### config.mk
export PLATFORM = sky130hd
export DESIGN_NAME = key_value_ipv4_parser_flat
export DESIGN_NICKNAME = d
export VERILOG_FILES = /design/src/rtl/kvip_pkg.sv /design/src/rtl/kvip_in_if.sv /design/src/rtl/kvip_out_if.sv /design/src/rtl/kvip_cfg.sv /design/src/rtl/kvip_step.sv /design/src/rtl/key_value_ipv4_parser.sv /design/src/flat_wrapper.sv
export SDC_FILE = /design/constraint.sdc
export NUM_CORES = 1
export LEC_CHECK = 0
export BUFFER_PORTS_ARGS = -buffer_cell sky130_fd_sc_hd__buf_2
export CORE_MARGIN = 4
export CORE_UTILIZATION = 50
export CTS_CLUSTER_SIZE = 8
export DETAILED_ROUTE_END_ITERATION = 8
export PLACE_DENSITY_LB_ADDON = 0.05
export SYNTH_ARGS = -nofsm -noshare
export SYNTH_HDL_FRONTEND = slang
export SYNTH_SLANG_ARGS = --single-unit
### constraint.sdc
create_clock -name clk_i -period 3.35 [get_ports clk_i]
set_clock_uncertainty 0.2 [all_clocks]
set_input_delay 0.1675 -clock clk_i [delete_from_list [all_inputs] [get_ports clk_i]]
set_output_delay 0.1675 -clock clk_i [all_outputs]
set_load 0.03 [all_outputs]
### src/rtl/kvip_pkg.sv
package kvip_pkg;

  // default longest key name in bytes
  localparam int unsigned KEY_MAX_DEF = 8;

  // register file shape
  localparam int unsigned APB_ADDR_W = 4;
  localparam int unsigned APB_DATA_W = 64;

  // register select, address bit 3
  localparam logic REG_KEY_CHARS  = 1'b0;
  localparam logic REG_KEY_LENGTH = 1'b1;

  // characters the parser reacts to
  localparam logic [7:0] CH_NUL  = 8'h00;
  localparam logic [7:0] CH_LF   = 8'h0A;
  localparam logic [7:0] CH_SP   = 8'h20;
  localparam logic [7:0] CH_DOT  = 8'h2E;
  localparam logic [7:0] CH_ZERO = 8'h30;
  localparam logic [7:0] CH_NINE = 8'h39;
  localparam logic [7:0] CH_EQ   = 8'h3D;

  localparam logic [1:0] MAX_DIGITS = 2'd3;
  localparam logic [1:0] LAST_OCTET = 2'd3;

  typedef enum logic [1:0] {
    PH_KEY,
    PH_ADDR,
    PH_DONE
  } kvip_phase_e;

  // parser state apart from the key position
  typedef struct packed {
    kvip_phase_e phase;
    logic [1:0]  octet_idx;
    logic [1:0]  digit_cnt;
    logic [9:0]  octet_val;
    logic [23:0] assembled;
  } kvip_state_t;

  localparam kvip_state_t ST_RESET = '{
    phase:     PH_KEY,
    octet_idx: 2'd0,
    digit_cnt: 2'd0,
    octet_val: 10'd0,
    assembled: 24'd0
  };

  // one result of the parse step
  typedef struct packed {
    logic        valid;
    logic        matched;
    logic [31:0] address;
  } kvip_res_t;

endpackage

### src/rtl/kvip_in_if.sv
interface kvip_in_if;
  logic       valid;
  logic       ready;
  logic [7:0] text_byte;

  modport source (output valid, output text_byte, input ready);
  modport sink   (input valid, input text_byte, output ready);
endinterface

### src/rtl/kvip_out_if.sv
interface kvip_out_if;
  logic        valid;
  logic        ready;
  logic        matched;
  logic [31:0] address;

  modport source (output valid, output matched, output address, input ready);
  modport sink   (input valid, input matched, input address, output ready);
endinterface

### src/rtl/kvip_cfg.sv
module kvip_cfg
  import kvip_pkg::*;
#(
  parameter int unsigned KEY_MAX = KEY_MAX_DEF,
  localparam int unsigned KPOS_W = $clog2(KEY_MAX + 1)
) (
  input  logic                  clk_i,
  input  logic                  rst_ni,
  input  logic                  psel,
  input  logic                  penable,
  input  logic                  pwrite,
  input  logic [APB_ADDR_W-1:0] paddr,
  input  logic [APB_DATA_W-1:0] pwdata,
  output logic [APB_DATA_W-1:0] prdata,
  output logic                  pready,
  output logic [63:0]           key_chars_o,
  output logic [KPOS_W-1:0]     key_len_o
);

  logic [63:0] key_chars_q, key_chars_d;
  logic [3:0]  key_len_q, key_len_d;
  logic        reg_sel;
  logic        wr_en;

  assign reg_sel = paddr[3];
  assign wr_en   = psel && penable && pwrite;
  assign pready  = 1'b1;

  // register write decode
  always_comb begin
    key_chars_d = key_chars_q;
    key_len_d   = key_len_q;
    if (wr_en) begin
      unique case (reg_sel)
        REG_KEY_CHARS:  key_chars_d = pwdata[63:0];
        REG_KEY_LENGTH: key_len_d   = pwdata[3:0];
        default: ;
      endcase
    end
  end

  always_ff @(posedge clk_i or negedge rst_ni) begin
    if (!rst_ni) begin
      key_chars_q <= '0;
      key_len_q   <= '0;
    end else begin
      key_chars_q <= key_chars_d;
      key_len_q   <= key_len_d;
    end
  end

  // read back
  always_comb begin
    unique case (reg_sel)
      REG_KEY_CHARS:  prdata = APB_DATA_W'(key_chars_q);
      REG_KEY_LENGTH: prdata = APB_DATA_W'(key_len_q);
      default:        prdata = '0;
    endcase
  end

  // lengths beyond the key store count as the full store
  assign key_chars_o = key_chars_q;
  assign key_len_o   = (key_len_q > KEY_MAX) ? KPOS_W'(KEY_MAX) : KPOS_W'(key_len_q);

endmodule

### src/rtl/kvip_step.sv
module kvip_step
  import kvip_pkg::*;
#(
  parameter int unsigned KEY_MAX = KEY_MAX_DEF,
  localparam int unsigned KPOS_W = $clog2(KEY_MAX + 1)
) (
  input  kvip_state_t       st_i,
  input  logic [KPOS_W-1:0] kpos_i,
  input  logic [7:0]        byte_i,
  input  logic [63:0]       key_chars_i,
  input  logic [KPOS_W-1:0] key_len_i,
  output kvip_state_t       st_o,
  output logic [KPOS_W-1:0] kpos_o,
  output kvip_res_t         res_o
);

  logic [7:0] key_byte;
  logic       is_digit;
  logic       digit_ok;
  logic [3:0] digit;
  logic [9:0] val_next;
  logic       decide;
  logic       pass;

  // key byte at the current match position
  always_comb begin
    key_byte = '0;
    for (int i = 0; i < KEY_MAX; i++) begin
      if (kpos_i == KPOS_W'(i)) key_byte = key_chars_i[8*i +: 8];
    end
  end

  // decimal digit accumulation, kept to 10 bits
  assign is_digit = (byte_i >= CH_ZERO) && (byte_i <= CH_NINE);
  assign digit_ok = is_digit && (st_i.digit_cnt != MAX_DIGITS);
  assign digit    = 4'(byte_i - CH_ZERO);
  assign val_next = (st_i.octet_val << 3) + (st_i.octet_val << 1) + {6'd0, digit};

  // next state and result
  always_comb begin
    st_o   = st_i;
    kpos_o = kpos_i;
    res_o  = '0;
    decide = 1'b0;
    pass   = 1'b0;
    unique case (st_i.phase)
      PH_DONE: begin
        if (byte_i == CH_NUL) begin
          st_o   = ST_RESET;
          kpos_o = '0;
        end
      end
      PH_KEY: begin
        if (kpos_i < key_len_i) begin
          if (byte_i == CH_NUL || byte_i != key_byte) begin
            decide = 1'b1;
          end else begin
            kpos_o = kpos_i + KPOS_W'(1);
          end
        end else if (byte_i != CH_EQ) begin
          decide = 1'b1;
        end else begin
          st_o       = ST_RESET;
          st_o.phase = PH_ADDR;
        end
      end
      PH_ADDR: begin
        if (st_i.octet_idx != LAST_OCTET) begin
          if (byte_i == CH_DOT) begin
            case (st_i.octet_idx)
              2'd0:    st_o.assembled[7:0]   = st_i.octet_val[7:0];
              2'd1:    st_o.assembled[15:8]  = st_i.octet_val[7:0];
              default: st_o.assembled[23:16] = st_i.octet_val[7:0];
            endcase
            st_o.octet_idx = st_i.octet_idx + 2'd1;
            st_o.digit_cnt = '0;
            st_o.octet_val = '0;
          end else if (byte_i == CH_NUL || byte_i == CH_LF || !digit_ok) begin
            decide = 1'b1;
          end else begin
            st_o.digit_cnt = st_i.digit_cnt + 2'd1;
            st_o.octet_val = val_next;
          end
        end else if (byte_i == CH_SP || byte_i == CH_NUL || byte_i == CH_LF) begin
          decide = 1'b1;
          pass   = 1'b1;
        end else if (!digit_ok) begin
          decide = 1'b1;
        end else begin
          st_o.digit_cnt = st_i.digit_cnt + 2'd1;
          st_o.octet_val = val_next;
        end
      end
      default: begin
        st_o   = ST_RESET;
        kpos_o = '0;
      end
    endcase

    // a decision rearms, and waits for a nul unless it was one
    if (decide) begin
      res_o.valid   = 1'b1;
      res_o.matched = pass;
      res_o.address = pass ? {st_i.octet_val[7:0], st_i.assembled} : 32'd0;
      st_o          = ST_RESET;
      kpos_o        = '0;
      if (byte_i != CH_NUL) st_o.phase = PH_DONE;
    end
  end

endmodule

### src/rtl/key_value_ipv4_parser.sv
// Key-value IPv4 parser: takes one text byte per transaction on text_i, matches
// the key held in key_chars/key_length, then '=' and a dotted-decimal address,
// and gives one pass or fail transaction on result_o per record. A byte is taken
// every cycle while result_o is not stalled; it passes an input register, the
// combinational parse step and a result register on the way to result_o. The
// parse step, with its multiply by ten of the current octet, sets the rate of one
// byte per cycle while result_o is not stalled.
module key_value_ipv4_parser
  import kvip_pkg::*;
#(
  parameter int unsigned KEY_MAX = KEY_MAX_DEF
) (
  input  logic                  clk_i,
  input  logic                  rst_ni,
  kvip_in_if.sink               text_i,
  kvip_out_if.source            result_o,
  input  logic                  psel,
  input  logic                  penable,
  input  logic                  pwrite,
  input  logic [APB_ADDR_W-1:0] paddr,
  input  logic [APB_DATA_W-1:0] pwdata,
  output logic [APB_DATA_W-1:0] prdata,
  output logic                  pready
);

  localparam int unsigned KPOS_W = $clog2(KEY_MAX + 1);

  logic [63:0]       key_chars;
  logic [KPOS_W-1:0] key_len;

  logic              in_vld_q, in_vld_d;
  logic [7:0]        byte_q;
  kvip_state_t       st_q, st_d, st_nxt;
  logic [KPOS_W-1:0] kpos_q, kpos_d, kpos_nxt;
  kvip_res_t         res_nxt;
  logic              res_vld_q, res_vld_d;
  logic              matched_q;
  logic [31:0]       addr_q;
  logic              advance;
  logic              step_en;

  kvip_cfg #(
    .KEY_MAX (KEY_MAX)
  ) u_cfg (
    .clk_i       (clk_i),
    .rst_ni      (rst_ni),
    .psel        (psel),
    .penable     (penable),
    .pwrite      (pwrite),
    .paddr       (paddr),
    .pwdata      (pwdata),
    .prdata      (prdata),
    .pready      (pready),
    .key_chars_o (key_chars),
    .key_len_o   (key_len)
  );

  kvip_step #(
    .KEY_MAX (KEY_MAX)
  ) u_step (
    .st_i        (st_q),
    .kpos_i      (kpos_q),
    .byte_i      (byte_q),
    .key_chars_i (key_chars),
    .key_len_i   (key_len),
    .st_o        (st_nxt),
    .kpos_o      (kpos_nxt),
    .res_o       (res_nxt)
  );

  // the held byte moves on whenever the result register is free
  assign advance      = !res_vld_q || result_o.ready;
  assign step_en      = in_vld_q && advance;
  assign text_i.ready = !in_vld_q || advance;

  always_comb begin
    in_vld_d  = text_i.ready ? text_i.valid : in_vld_q;
    st_d      = step_en ? st_nxt : st_q;
    kpos_d    = step_en ? kpos_nxt : kpos_q;
    res_vld_d = advance ? (step_en && res_nxt.valid) : res_vld_q;
  end

  // control state
  always_ff @(posedge clk_i or negedge rst_ni) begin
    if (!rst_ni) begin
      in_vld_q  <= 1'b0;
      st_q      <= ST_RESET;
      kpos_q    <= '0;
      res_vld_q <= 1'b0;
    end else begin
      in_vld_q  <= in_vld_d;
      st_q      <= st_d;
      kpos_q    <= kpos_d;
      res_vld_q <= res_vld_d;
    end
  end

  // payload registers
  always_ff @(posedge clk_i) begin
    if (text_i.ready && text_i.valid) byte_q <= text_i.text_byte;
    if (step_en && res_nxt.valid) begin
      matched_q <= res_nxt.matched;
      addr_q    <= res_nxt.address;
    end
  end

  assign result_o.valid   = res_vld_q;
  assign result_o.matched = matched_q;
  assign result_o.address = addr_q;

endmodule

### src/flat_wrapper.sv
// flat-port wrapper written by rule: the top's interface ports become plain ports
module key_value_ipv4_parser_flat import kvip_pkg::*;
#(
  parameter int unsigned KEY_MAX = KEY_MAX_DEF
)
  (clk_i, rst_ni, psel, penable, pwrite, paddr, pwdata, prdata, pready, text_i_valid, text_i_text_byte, text_i_ready, result_o_valid, result_o_matched, result_o_address, result_o_ready);
  kvip_in_if text_i_i ();
  kvip_out_if result_o_i ();
  input  logic clk_i;
  input  logic rst_ni;
  input  logic psel;
  input  logic penable;
  input  logic pwrite;
  input  logic [APB_ADDR_W-1:0] paddr;
  input  logic [APB_DATA_W-1:0] pwdata;
  output logic [APB_DATA_W-1:0] prdata;
  output logic pready;
  input wire logic [$bits(text_i_i.valid)-1:0] text_i_valid;
  input wire logic [$bits(text_i_i.text_byte)-1:0] text_i_text_byte;
  output wire logic [$bits(text_i_i.ready)-1:0] text_i_ready;
  output wire logic [$bits(result_o_i.valid)-1:0] result_o_valid;
  output wire logic [$bits(result_o_i.matched)-1:0] result_o_matched;
  output wire logic [$bits(result_o_i.address)-1:0] result_o_address;
  input wire logic [$bits(result_o_i.ready)-1:0] result_o_ready;
  assign text_i_i.valid = text_i_valid;
  assign text_i_i.text_byte = text_i_text_byte;
  assign text_i_ready = text_i_i.ready;
  assign result_o_valid = result_o_i.valid;
  assign result_o_matched = result_o_i.matched;
  assign result_o_address = result_o_i.address;
  assign result_o_i.ready = result_o_ready;
  key_value_ipv4_parser #(.KEY_MAX(KEY_MAX)) u_core (.clk_i(clk_i), .rst_ni(rst_ni), .text_i(text_i_i), .result_o(result_o_i), .psel(psel), .penable(penable), .pwrite(pwrite), .paddr(paddr), .pwdata(pwdata), .prdata(prdata), .pready(pready));
endmodule
* After elaboration in Yosys (flattened, before gate mapping)
Index checks and enable logic that the tools add are counted.
Word-level totals: logic and storage cells 138, register bits 154, bits of input ports 83
Cells by class: multiplexer cells 48, bitwise logic cells 1, reduce and logical (&&, ||, !) cells 33, order comparisons 4, eq/ne operators 31, add/subtract/negate cells 6
Operators with widths (count):
- $mux 40 | 4
- $pmux 64 s2 | 1
- $pmux 38 s3 | 1
- $mux 8 | 11
- $mux 12 | 5
- $mux 24 | 2
- $mux 34 | 1
- $mux 32 | 1
- $reduce_and 7->1 | 4
- $ne 3x3->1 const B | 8
- $mux 4 | 5
- $eq 4x3->1 const B | 4
- $eq 8x6->1 const B | 2
- $pmux 4 s3 | 1
- $mux 1 | 11
- $add 10x10->10 | 1
- $add 10x4->10 | 1
- $reduce_and 5->1 | 2
- $eq 4x2->1 const B | 2
- $eq 8x4->1 const B | 1
- $ge 8x6->1 const B | 1
- $le 8x6->1 const B | 1
- $logic_not 8->1 | 1
- $ne 4x4->1 const B | 2
- 26 further kinds | 50

* Depth between registers and ports, before layout
depth in word-level cells 16, mapped depth 14

* By module
From an unflattened synthesis, not the netlist that was laid out.
Unflattened totals: cell total of the unflattened synthesis 811, area, all modules 9310.2 um2
By module, submodules not included:
- kvip_cfg | sequential area each 1701.6 um2, cells each 222, times used 1, area each 3335.7 um2
- key_value_ipv4_parser | sequential area each 2382.3 um2, cells each 144, times used 1, area each 3131.8 um2
- kvip_step | sequential area each 0.0 um2, cells each 445, times used 1, area each 2842.7 um2

* Worst setup path before layout
No wires, ideal clock.
path type reg2reg, start point register u_core.kpos_q[1], end point register u_core.addr_q[0] (netlist: u_core.result_o.address[0]), enable pin, arrival time 2.925 ns, buffers on the path 1, cell stages (with the launch flop) 12, data required time 2.757 ns, path slack -0.168 ns, clock period less this slack 3.518 ns, cell sequence dfrtp_1 > inv_1 > ha_1 > buf_6 > nand3b_1 > a2111oi_1 > a311oi_2 > mux2i_2 > a21o_1 > nor4_4 > o22ai_1 > and3_1
On the way: cells in the longest elaborated chain, start to end 16, elaborated cells on any way between the ends 24
Ends and longest elaborated chain:
- start, declared | RTL line key_value_ipv4_parser.sv:34 | logic [KPOS_W-1:0] kpos_q, kpos_d, kpos_nxt;
- start signal, assigned | RTL line key_value_ipv4_parser.sv:93 | kpos_q <= kpos_d;
- $logic_not 4->1 | RTL line kvip_step.sv:29 | if (kpos_i == KPOS_W'(i)) key_byte = key_chars_i[8*i +: 8];
- $mux 8 (8 in a row) | RTL line kvip_step.sv:29
- $ne 8x8->1 | RTL line kvip_step.sv:55 | if (byte_i == CH_NUL || byte_i != key_byte) begin
- $logic_or 1x1->1 | RTL line kvip_step.sv:55
- $mux 1 | RTL line kvip_step.sv:55
- $mux 1 (*) | RTL line kvip_step.sv:54 | if (kpos_i < key_len_i) begin
- $pmux 1 s2 (*) | RTL line kvip_step.sv:46 | unique case (st_i.phase)
- $mux 34 (*) | RTL line kvip_step.sv:101 | if (decide) begin
- $logic_and 1x1->1 (*) | RTL line key_value_ipv4_parser.sv:101 | if (step_en && res_nxt.valid) begin
- end signal, assigned | RTL line key_value_ipv4_parser.sv:103 | addr_q <= res_nxt.address;
- end, declared | RTL line key_value_ipv4_parser.sv:38 | logic [31:0] addr_q;
Every way passes the cells marked *; elsewhere a longest branch is shown, timed or not. A chain may end at the register's enable or synchronous reset.

* Worst setup path after layout
start point register u_core.kpos_q[0], end point register u_core.addr_q[10] (netlist: u_core.result_o.address[10]), enable pin
Same word-level chain as after synthesis.

==> flow_summary.yaml <==
yosys:
  sequential_share_of_the_synthesized_area: 0.492
  synth_ff_type: "sky130_fd_sc_hd__dfrtp_1"
  synth_area_leaders: "sky130_fd_sc_hd__dfrtp_1 34%, sky130_fd_sc_hd__edfxtp_1 15%, sky130_fd_sc_hd__mux2_2 10%, sky130_fd_sc_hd__nor2b_1 5.6%, sky130_fd_sc_hd__ha_1 3.2%"
  synth.ff_latch_count: 153
  synth_top_area_cell: "sky130_fd_sc_hd__dfrtp_1"
  synth_commonest_cells: "112 x sky130_fd_sc_hd__dfrtp_1, 73 x sky130_fd_sc_hd__mux2_2, 73 x sky130_fd_sc_hd__nor2b_1, 41 x sky130_fd_sc_hd__edfxtp_1, 34 x sky130_fd_sc_hd__a21oi_1"
  synthesis.nets: 825
  synthArstFlopShare: 0.732
  syn-instance-count: 719
  syn_area_um2: 8200
  area_share_of_the_largest_cell_type_after_synthesis: 0.342
  number_of_synthesized_flops_with_an_enable_pin: 41
  synth_cell_type_count: 76
  synth.yosys.warnings: 0
  synthesis.area_per_instance_um2: 11.4
  synthMostInstantiatedCell: "sky130_fd_sc_hd__dfrtp_1"
route:
  vias: 6737
  drt-pass1-iter-count: 5
  number_of_design_rule_violations_left_by_the_first_detailed_router_iteration: 389
  routed_wire_length_per_instance_um: 18.7
  antenna_left: 0
  drt-vias-per-instance: 5.58
  totalWireLength_um: 22600
  drc: 0
sta:
  final_min_period_over_clock_period: 0.960
  max_freq_ghz: 0.311
  period_needed_ns: 3.22
  fin_worst_hold_slack_ns: 0.0545
  max_slew.worst_pin.slew_ns: 1.05
  finalSetupTns_ns: 0
  final_max_slew_viol_count: 0
  timing_hold_violations_final: 0
  setup_viol_count_final: 0
  maxSlewHeadroom: 0.297
power:
  power_per_cell_area_nw_per_um2: 539
  static-leakage-power_nw: 4.87
  max-vdd-ir-drop_v: 0.000378
cts:
  cts_tree: "yes"
  cts_buffers: 17
  clock_sink_count: 153
  clockBufferDepth: 2
  cts-htree-levels: 4
  clk-insertion-delay-late_ns: 0.43
  clkSlewWorstSetupHoldPaths_ns: 0.06
  clk_root_buffer_cell: "sky130_fd_sc_hd__clkbuf_16"
worst_setup_path:
  timing.critical_path.required_ns: 3.33
  critical_path_source_type: "flip-flop"
  endpoint_kind: "flip-flop"
  worst-path-max-fanout: 33
  worst_r2r_endpoint: "u_core.result_o.address[10]"
  worstPathArrival_ns: 3.20
  r2r-start: "u_core.kpos_q[0]"
  worst-r2r-setup-slack_ns: 0.13
  r2r.worst_path.cells: 12
  timing_worst_setup_path_type: "flip-flop to flip-flop"
die:
  floorplan.core_area_um2: 16000
  std_cell_rows: 46
  floorplan.initialDensity: 0.513
  die-area_um2: 18500
  die_w_um: 136
  ios: 183
  chip_height_um: 136
min_path:
  timing.hold.worst.start: "pwrite"
  hold_path_depth: 3
  worstHoldPathType: "input pin to flip-flop"
  sink_of_the_worst_hold_path: "u_core.u_cfg.key_len_q[0]"
layout:
  fillerInstances: 1198
  area.growth.synth_to_final_pct: 32.7
  drive_above_1_share: 0.365
  multiInputGateArea_um2: 3960
  finalNetCount: 1084
  sequential_cell_area_um2: 4040
outcome:
  outcome: "finished, final reports clean"
global_route:
  global_route.usage.total: 0.242
  grt_pass1_vias: 6865
  grt_antenna_before_repair: 0
  grt_remaining_overflow: 0
  grt_max_degree: 84
  wire_length_of_the_first_global_routing_pass_um: 35400
place:
  finalWeightedCongestion: 0.891
  port_buffer_count: 178
  dp_wirelength_um: 15200
flow_run:
  drv_cap: 0
-- area by class of cell --
type	count	area share
antenna	1	0.000230
clock buffer	18	0.0404
clock inverter	14	0.0115
inverter	23	0.00828
multi-input combinational	498	0.364
sequential	153	0.371
tap	216	0.0248
timing repair buffer	285	0.180
-- power by group --
group / internal, mW / switching (mW)
clock network: 1.04 / 0.792
registers: 2.23 / 0.234
logic: 0.618 / 0.953
total: 3.89 / 1.98
-- cell usage in the layout, fill, tap and decap left out, drive strengths merged, types with 5 or more instances in the layout --
cell / netlist / layout
a22o: 11 / 11
a21oi: 35 / 35
a31oi: 6 / 6
a22oi: 25 / 25
clkbuf: 22 / 19
mux2: 74 / 74
o21ai: 20 / 20
nor3: 9 / 9
nor2: 24 / 24
clkinv: 0 / 9
a21o: 11 / 11
ha: 21 / 21
edfxtp: 41 / 41
xnor2: 9 / 9
buf: 24 / 208
and2: 33 / 33
o2bb2ai: 25 / 25
mux2i: 5 / 5
inv: 23 / 24
nand2: 29 / 29
nand2b: 7 / 7
nand3b: 5 / 5
dfrtp: 112 / 112
nand3: 10 / 10
dlygate4sd3: 0 / 76
nor2b: 74 / 74
-- how the worst max path moves through the flow --
stage	from	end	slack, ns
3_5_place_dp	u_core.kpos_q[0]	u_core.result_o.address[9]	0.03
3_3_place_gp	u_core.kpos_q[0]	u_core.result_o.address[8]	0.12
2_1_floorplan	u_core.kpos_q[1]	u_core.result_o.address[0]	0.15
6_report	u_core.kpos_q[0]	u_core.result_o.address[10]	0.13
5_1_grt	u_core.kpos_q[0]	u_core.result_o.address[12]	-0.02
4_1_cts	u_core.kpos_q[0]	u_core.result_o.address[12]	0.04
-- flip-flops by register name, summed over array words and instances (netlist names) --
| name | count |
|---|---|
| u_core.byte_q | 8 |
| u_core.in_vld_q | 1 |
| u_core.kpos_q | 4 |
| u_core.result_o.address | 32 |
| u_core.result_o.matched | 1 |
| u_core.result_o.valid | 1 |
| u_core.st_q | 38 |
| u_core.u_cfg.key_chars_o | 64 |
| u_core.u_cfg.key_len_q | 4 |
-- through the flow --
stage	setup WS (ns)	power [mW]	util	instances	instance area, µm²
global placement	0.119	3.92	0.585	1094	9370
floorplan	0.147	3.46	-	719	8200
CTS	0.0389	5.85	0.668	1202	10700
global route	-0.0187	6.12	0.680	1207	10900
finish	0.133	5.87	0.680	1208	10900
detailed placement	0.0270	3.94	0.585	1094	9370
-- timing repair --
action	in CTS	in global routing
endpoints found under the hold margin	159	0
endpoints found under the setup margin	0	68
gates resized for setup	0	31
hold buffers	76	0
setup buffers	0	3
-- routing by layer --
layer	part of all wire	global-route usage	wire length (µm)
met1	0.40	0.290	9010
met2	0.53	0.434	12100
met3	0.045	0.0418	1010
met4	0.023	0.0946	523
met5	0	0	0
-- kinds of logic after synthesis --
group	Yosys count	synth area share
multiplexers	79	0.108
buffers and inverters	69	0.0430
AND/OR/NAND/NOR	216	0.158
XOR/XNOR	10	0.0107
other	1	0.000457
flip-flops	153	0.492
adder cells (fa/ha/maj)	23	0.0369
AO/OA/AOI/OAI	168	0.151
-- critical path, stage by stage, from the launching register on --
cell and delay, ns:
sky130_fd_sc_hd__dfrtp_2 0.45, sky130_fd_sc_hd__inv_2 0.10, sky130_fd_sc_hd__ha_4 0.18, sky130_fd_sc_hd__buf_12 0.17, sky130_fd_sc_hd__clkinvlp_4 0.17, sky130_fd_sc_hd__o211ai_1 0.14
sky130_fd_sc_hd__a311oi_1 0.13, sky130_fd_sc_hd__a311oi_2 0.33, sky130_fd_sc_hd__nand3_1 0.18, sky130_fd_sc_hd__nor4_4 0.36, sky130_fd_sc_hd__o22ai_2 0.12, sky130_fd_sc_hd__and3_2 0.24
sky130_fd_sc_hd__buf_12 0.17
Power figures use the tool's default switching activity.
